### config.mk
export PLATFORM = sky130hd
export DESIGN_NAME = pfa_cell
export DESIGN_NICKNAME = d
export VERILOG_FILES = /design/src/hdl/pareto_front_archive_macros.svh /design/src/hdl/pfa_pkg.sv /design/src/hdl/pfa_cell.sv
export SDC_FILE = /design/constraint.sdc
export NUM_CORES = 1
export LEC_CHECK = 0
export ABC_AREA = 1
export ABC_CLOCK_PERIOD_IN_PS = 10450
export BUFFER_PORTS_ARGS = -buffer_cell sky130_fd_sc_hd__buf_2
export CAP_MARGIN = 10
export CORE_AREA = 4 4 219 221
export CTS_CLUSTER_SIZE = 10
export DETAILED_ROUTE_END_ITERATION = 16
export DIE_AREA = 0 0 223 225
export MAX_ROUTING_LAYER = met4
export PLACE_DENSITY_LB_ADDON = 0.25
export SETUP_SLACK_MARGIN = 0.05
export SKIP_CTS_REPAIR_TIMING = 1
export SYNTH_ARGS = -nofsm -noshare
export SYNTH_HDL_FRONTEND = slang
export SYNTH_SLANG_ARGS = --single-unit
export TNS_END_PERCENT = 10
### constraint.sdc
create_clock -name clk -period 10.45 [get_ports clk]
set_input_delay 1.045 -clock clk [delete_from_list [all_inputs] [get_ports clk]]
set_output_delay 1.045 -clock clk [all_outputs]
set_load 0.1 [all_outputs]
### src/hdl/pareto_front_archive_macros.svh
`ifndef PARETO_FRONT_ARCHIVE_MACROS_SVH
`define PARETO_FRONT_ARCHIVE_MACROS_SVH

// Assertion helpers for the Pareto archive. Both expect clk and rst_n in scope.

// The consequent must hold in the same cycle as the antecedent.
`define PFA_ASSERT_NOW(label, ante, cons) \
    label: assert property (@(posedge clk) disable iff (!rst_n) (ante) |-> (cons)) \
        else $error("pareto_front_archive: same-cycle check failed");

// The consequent must hold in the cycle after the antecedent.
`define PFA_ASSERT_NEXT(label, ante, cons) \
    label: assert property (@(posedge clk) disable iff (!rst_n) (ante) |=> (cons)) \
        else $error("pareto_front_archive: next-cycle check failed");

`endif

### src/hdl/pfa_pkg.sv
`timescale 1ns / 1ps

package pfa_pkg;

    localparam int MAX_ENTRIES    = 64;
    localparam int MAX_OBJECTIVES = 4;

    // Objective fields carried on the ports, whatever MAX_OBJECTIVES is.
    localparam int OBJ_FIELDS = 4;
    localparam int COUNT_W    = $clog2(MAX_ENTRIES + 1);
    localparam int NOBJ_W     = 3;
    localparam int ADDR_W     = 3;

    localparam logic REG_IDX_NUM_OBJECTIVES = 1'b0;
    localparam logic [NOBJ_W-1:0] NUM_OBJECTIVES_RESET = 3'd2;

    typedef enum logic [1:0] {
        OP_OFFER = 2'd0,
        OP_READ  = 2'd1,
        OP_CLEAR = 2'd2,
        OP_NOP   = 2'd3
    } op_t;

    typedef enum logic [3:0] {
        S_IDLE    = 4'b0001,
        S_EVAL    = 4'b0010,
        S_COMPACT = 4'b0100,
        S_DONE    = 4'b1000
    } state_t;

    typedef logic signed [31:0] obj_val_t;
    typedef obj_val_t [MAX_OBJECTIVES-1:0] obj_vec_t;

    typedef struct packed {
        op_t         operation;
        logic [5:0]  first_index;
        logic [5:0]  second_index;
        obj_val_t    obj_0;
        obj_val_t    obj_1;
        obj_val_t    obj_2;
        obj_val_t    obj_3;
        logic [5:0]  read_index;
    } req_t;

    typedef struct packed {
        logic        accepted;
        logic        overflow;
        logic [6:0]  set_size;
        logic        entry_valid;
        logic [5:0]  entry_first;
        logic [5:0]  entry_second;
        obj_val_t    entry_obj_0;
        obj_val_t    entry_obj_1;
        obj_val_t    entry_obj_2;
        obj_val_t    entry_obj_3;
    } rsp_t;

    typedef struct packed {
        logic [5:0]  first;
        logic [5:0]  second;
        obj_vec_t    obj;
    } entry_t;

    // Per-cycle command broadcast to every cell of the chain.
    typedef struct packed {
        logic eval;
        logic compact;
        logic insert;
    } cell_ctl_t;

    function automatic obj_vec_t req_objs(req_t r);
        obj_val_t all [OBJ_FIELDS];
        obj_vec_t v;
        int       k;
        all[0] = r.obj_0;
        all[1] = r.obj_1;
        all[2] = r.obj_2;
        all[3] = r.obj_3;
        for (k = 0; k < MAX_OBJECTIVES; k++)
        begin
            v[k] = all[k];
        end
        return v;
    endfunction

    // Objectives beyond MAX_OBJECTIVES read back as zero.
    function automatic rsp_t fill_entry(rsp_t r, entry_t e);
        obj_val_t all [OBJ_FIELDS];
        rsp_t     o;
        int       k;
        for (k = 0; k < OBJ_FIELDS; k++)
        begin
            all[k] = '0;
        end
        for (k = 0; k < MAX_OBJECTIVES; k++)
        begin
            all[k] = e.obj[k];
        end
        o              = r;
        o.entry_valid  = 1'b1;
        o.entry_first  = e.first;
        o.entry_second = e.second;
        o.entry_obj_0  = all[0];
        o.entry_obj_1  = all[1];
        o.entry_obj_2  = all[2];
        o.entry_obj_3  = all[3];
        return o;
    endfunction

endpackage

### src/hdl/pfa_cell.sv
`timescale 1ns / 1ps

module pfa_cell (
    input  logic               clk,
    input  logic               rst_n,
    input  pfa_pkg::cell_ctl_t ctl,
    input  logic               valid,
    input  pfa_pkg::obj_vec_t  cand_obj,
    input  logic [2:0]         num_obj,
    input  pfa_pkg::entry_t    prev_entry,
    input  pfa_pkg::entry_t    next_entry,
    input  logic               next_removed,
    input  logic               hole_in,
    output pfa_pkg::entry_t    entry,
    output logic               removed,
    output logic               hole_out,
    output logic               dom_cand
);
    import pfa_pkg::*;

    entry_t entry_reg, entry_next;
    logic   removed_reg, removed_next;
    logic [MAX_OBJECTIVES-1:0] gt, lt;
    logic   cand_dom;

    // Per-objective compares of the stored entry against the candidate.
    always_comb
    begin
        for (int k = 0; k < MAX_OBJECTIVES; k++)
        begin
            gt[k] = (NOBJ_W'(k) < num_obj) && (entry_reg.obj[k] > cand_obj[k]);
            lt[k] = (NOBJ_W'(k) < num_obj) && (entry_reg.obj[k] < cand_obj[k]);
        end
    end

    assign dom_cand = valid && (|lt) && !(|gt);
    assign cand_dom = valid && (|gt) && !(|lt);
    assign hole_out = hole_in | removed_reg;

    // A compaction step moves every cell at or after the first hole up by one.
    always_comb
    begin
        entry_next   = entry_reg;
        removed_next = removed_reg;
        priority if (ctl.eval)
        begin
            removed_next = cand_dom;
        end
        else if (ctl.compact && hole_out)
        begin
            entry_next   = next_entry;
            removed_next = next_removed;
        end
        else if (ctl.insert)
        begin
            entry_next = prev_entry;
        end
        else
        begin
            entry_next   = entry_reg;
            removed_next = removed_reg;
        end
    end

    always_ff @(posedge clk or negedge rst_n)
    begin
        if (!rst_n)
        begin
            removed_reg <= 1'b0;
        end
        else
        begin
            removed_reg <= removed_next;
        end
    end

    always_ff @(posedge clk)
    begin
        entry_reg <= entry_next;
    end

    assign entry   = entry_reg;
    assign removed = removed_reg;

endmodule
# Word-level counts from Yosys, hierarchy flattened
# Cells that the tools add are included.
# Widths: inputs -> output; s select.
[word_totals]
register_bits = 141
out_inout_bits = 143
word_cells = 45
[op_classes]
n_lt_le_gt_ge = 12
n_mux = 4
n_bitwise = 2
n_reduce_logical = 20
[ops]
columns = ["op", "count"]
rows = [
  ["$mux 140", 2],
  ["$gt 32x32->1", 4],
  ["$lt 32x32->1", 4],
  ["$logic_and 1x1->1", 13],
  ["$reduce_or 4->1", 2],
  ["$lt 1x3->1 const A", 2],
  ["$lt 2x3->1 const A", 2],
  ["$reduce_bool 2->1", 2],
  ["$logic_not 1->1", 2],
  ["$mux 1", 2],
  ["$reduce_and 2->1", 1],
  ["$not 1->1", 1],
  ["$or 1x1->1", 1],
]

# Longest topological paths before layout
[depth]
ltp_word = 6
depth_mapped = 20

# Least setup slack after synthesis
# No wires, ideal clock.
[synth_path]
kind = "in2reg"
from = "input hole_in"
to = "register entry_reg, in the netlist entry[0], enable pin"
setup_ns = 0.687
arrival_time_ns = 9.177
required_ns = 9.763
setup_slack_ns = 0.586
path_stages = 5
path_cell_list = "or2_1 > nand2_1 > buf_2 > buf_2 > a21oi_1"
[synth_via]
elab_chain_cells = 4
[synth_lines]
columns = ["element", "line_no", "source"]
rows = [
  ["start: declaration", "pfa_cell.sv:13", "input logic hole_in,"],
  ["$or 1x1->1", "pfa_cell.sv:38", "assign hole_out = hole_in | removed_reg;"],
  ["$logic_and 1x1->1", "pfa_cell.sv:49", "else if (ctl.compact && hole_out)"],
  ["$reduce_bool 2->1 (no line)", "-", ""],
  ["$reduce_and 2->1 (no line)", "-", ""],
  ["end signal: assignment", "pfa_cell.sv:79", "entry_reg <= entry_next;"],
  ["end: declaration", "pfa_cell.sv:21", "entry_t entry_reg, entry_next;"],
]
# Every way passes these cells.
# A chain may end at the register's enable or synchronous reset.

# Worst setup path in the final report
[layout_path]
from = "input cand_obj[127] (netlist name)"
to = "output dom_cand"
[layout_via]
elab_chain_cells = 5
word_cells_on_any_way = 9
cone_classes = "order compare (2); reduce/logical (7)"
[layout_lines]
columns = ["element", "line_no", "source"]
rows = [
  ["start: declaration", "pfa_cell.sv:8", "input pfa_pkg::obj_vec_t cand_obj,"],
  ["$lt 32x32->1 or $gt 32x32->1 (tied branches)", "pfa_cell.sv:32, pfa_cell.sv:31", ""],
  ["$logic_and 1x1->1, on equally long branches", "pfa_cell.sv:32, pfa_cell.sv:31", ""],
  ["$reduce_or 4->1", "pfa_cell.sv:36", "assign dom_cand = valid && (|lt) && !(|gt);"],
  ["$logic_and 1x1->1 or $logic_not 1->1 (tied branches)", "pfa_cell.sv:36", ""],
  ["$logic_and 1x1->1 *", "pfa_cell.sv:36", ""],
  ["end: declaration", "pfa_cell.sv:17", "output logic dom_cand"],
]
# Mark *: on every way between the ends. The rest lies on a longest branch, timed or not.

==> impl_results.md <==
- DRT Wirelength: 34900 um
- Top achievable clock speed: 211 MHz
- HPWL Detailed: 29900 um
- # setup viols final: 0
- Residual DRC count: 0
- Kind of cell adding the most delay to the critical path: simple AND/OR/NAND/NOR gates
- Storage cell area: 0.00423 mm^2
- Synth Register Bits: 141
- Die height: 225 um
- # IOs: 562
- Standard-cell rows: 79
- Area grow syn2layout: 43.0%
- Tmin final: 4.74 ns
- Max-Cap Viols: 0
- Fillers: 4901
- Critical Path Source Type: primary input
- Number of synthesized flops with an enable pin: 140
- Setup CP Type: primary input to output pin
- Worst R2R End: entry[99]
- Cts bufs inserted: 17
- CP Max Fanout: 5
- Yosys Warn Count: 0
- Synth Flop Type: edfxtp_1
- Routed vias/inst: 4.00
- CP peak stage delay: 0.49 ns
- Most common cell after layout, fill and taps aside: buf_2
- Final RePlAce weighted congestion: 0.867
- Clock transition at the registers of the reported paths: 0.06 ns
- DIE WIDTH: 223 um
- Post-synth ARST share: 0.709%
- Crit-path cells: buf_2 -> inv_1 -> ha_1 -> nand2_1 -> nor2_1 -> nand2_1 -> nor2_1 -> nand2_1 -> nand2_1 -> nand2_1 -> nand3_2 -> nand2_1 -> clkinv_1 -> nand2_2 -> nor3b_1 -> buf_2
- Aggregate global-route resource usage: 13.9%
- Vias in the first global route: 8842
- Crit path required time: 9.41 ns
- Slew headroom: 38.0%
- CP max stage cell: buf_2
- Routed vias: 8403
- R2r startpoint: removed
- PD cells: 144 mW/mm^2
- RSZ-0062 raised after global routing: no
- Core area: 0.0462 mm^2
- Period utilization: 45.4%
- First-pass GRT wire length: 50400 um
- H-tree depth: 4
- Initial antenna violation count: 2
- Max FFs per register: 140
- Reg2reg path depth: 4
- Clk_lat worst skew: 0.47 ns
- Sequential-to-total area share from yosys stat: 44.3%
- Final Hold Fails: 0
- Post-synth top area cell: edfxtp_1
- Crit path depth: 16
- Most common cell on crit path: nand2_1
- Commonest non-fill, non-tap cells in the layout: 561 x buf_2, 162 x inv_1, 151 x nand2_1, 140 x mux2_2, 140 x edfxtp_1
- Drt wl/cell: 16.6 um
- PortBufs: 561
- Syn_nets: 1459
- Largest net degree at the start of global routing: 63
- Clock Root Buffer: clkbuf_16
- Maximum vdd ir drop: 0.0000925 V
- Num Clock Sinks: 141
- Drt first pass iters: 5
- CP Data Arrival Time: 3.70 ns
- Top-area cell type share of the netlist area: 44.0%
- Synth area leaders: edfxtp_1 44%, ha_1 17%, mux2_2 16%
- Die area: 0.0502 mm^2
- Setup TNS: 0 ns
- Initial Utilization: 20.7%
- Synth Cell Area: 0.00956 mm^2
- Layout Skew: 0.00924 ns
- WP buf/inv: 4
- Hold/Removal Path Class: primary input to async pin
- Post-route ant nets: 0
- CTS tree: yes
- R2R Setup Slk: 7.54 ns
- Worst Setup End Kind: output pin
- Grt total ovfl: 0
- First DRT Iteration DRCs: 273
- Syn avg cell area: 10.5 um^2
- Pins over their slew limit: 0
- Status: finished clean
- Count of cell types in the netlist: 28
- Cell count after synthesis: 912
- Multi-input logic area: 0.00464 mm^2
- Layout cell share with drive strength beyond 1: 50.4%
- Fin nets: 2028
- CTS Buffer Depth: 2
- Tightest Pin Transition: 0.930 ns
- P_leak: 6.92 nW
- Design Power: 1.96 mW
## cell usage after synthesis (2+ instances only)
library cell and instances:
inv_1 162, o21a_1 7, buf_2 15, nand3_1 20, ha_1 128, a21oi_1 60
nand2_1 152, a21oi_2 2, mux2_2 140, edfxtp_1 140, a21o_1 3, nor2_2 2
nand3_2 2, nand4_1 8, o21ai_0 10, nand2_2 4, clkinv_1 5, nor2_1 42
## power by group
group | internal [mW] | leakage (nW) | switching, mW
combinational | 0.192 | 5.31 | 0.464
sequential | 0.677 | 1.35 | 0.0227
clock | 0.329 | 0.263 | 0.279
total | 1.20 | 6.92 | 0.766
## cells by family after synthesis
group           share of synthesized area, %
fa+ha+maj                               16.8
flops                                   44.3
compound gates                          4.77
simple gates                            10.3
buf+inv                                 7.39
mux                                     16.5
## per-layer routing
metal | global-route usage, % | share of wire [%] | wire [um] | vias to the layer above
met1 | 15.5 | 40 | 13900 | 3808
met3 | 3.70 | 6.2 | 2170 | 43
met2 | 24.0 | 51 | 17900 | 290
met5 | - | 0 | 0 | -
li1 | - | - | - | 4262
met4 | 5.07 | 2.6 | 901 | 0
## per-stage QoR
| stage | cells | area [um^2] | hold WS, ns | setup WS [ns] | utilization (%) |
|---|---|---|---|---|---|
| final | 2103 | 13700 | 0.337 | 5.71 | 29.6 |
| after global routing | 2103 | 13700 | 0.292 | 5.32 | 29.6 |
| after floorplan | 912 | 9560 | 0.749 | 0.586 | - |
| after CTS | 2101 | 13700 | 0.267 | 5.48 | 29.6 |
| after detailed placement | 2069 | 13100 | 0.715 | 5.50 | 28.4 |
| after global placement | 2069 | 13100 | 0.709 | 5.53 | 28.4 |
## worst max-delay path by stage
stage                  startpoint        to  slack (ns)
CTS                 cand_obj[127]  dom_cand        5.48
global placement    cand_obj[127]  dom_cand        5.53
detailed placement  cand_obj[127]  dom_cand        5.50
global route        cand_obj[127]  dom_cand        5.32
finish              cand_obj[127]  dom_cand        5.71
floorplan                 hole_in  entry[0]        0.59
## final cells by class
type                            count  area share, %
Clock inverter                     15           1.02
Sequential cell                   141           30.9
Inverter                          168           4.61
Antenna cell                        2         0.0366
Clock buffer                       17           3.11
Tap cell                          607           5.56
Timing Repair Buffer              565           20.8
Multi-Input combinational cell    588           33.9
(Power assumes the default switching activity.)
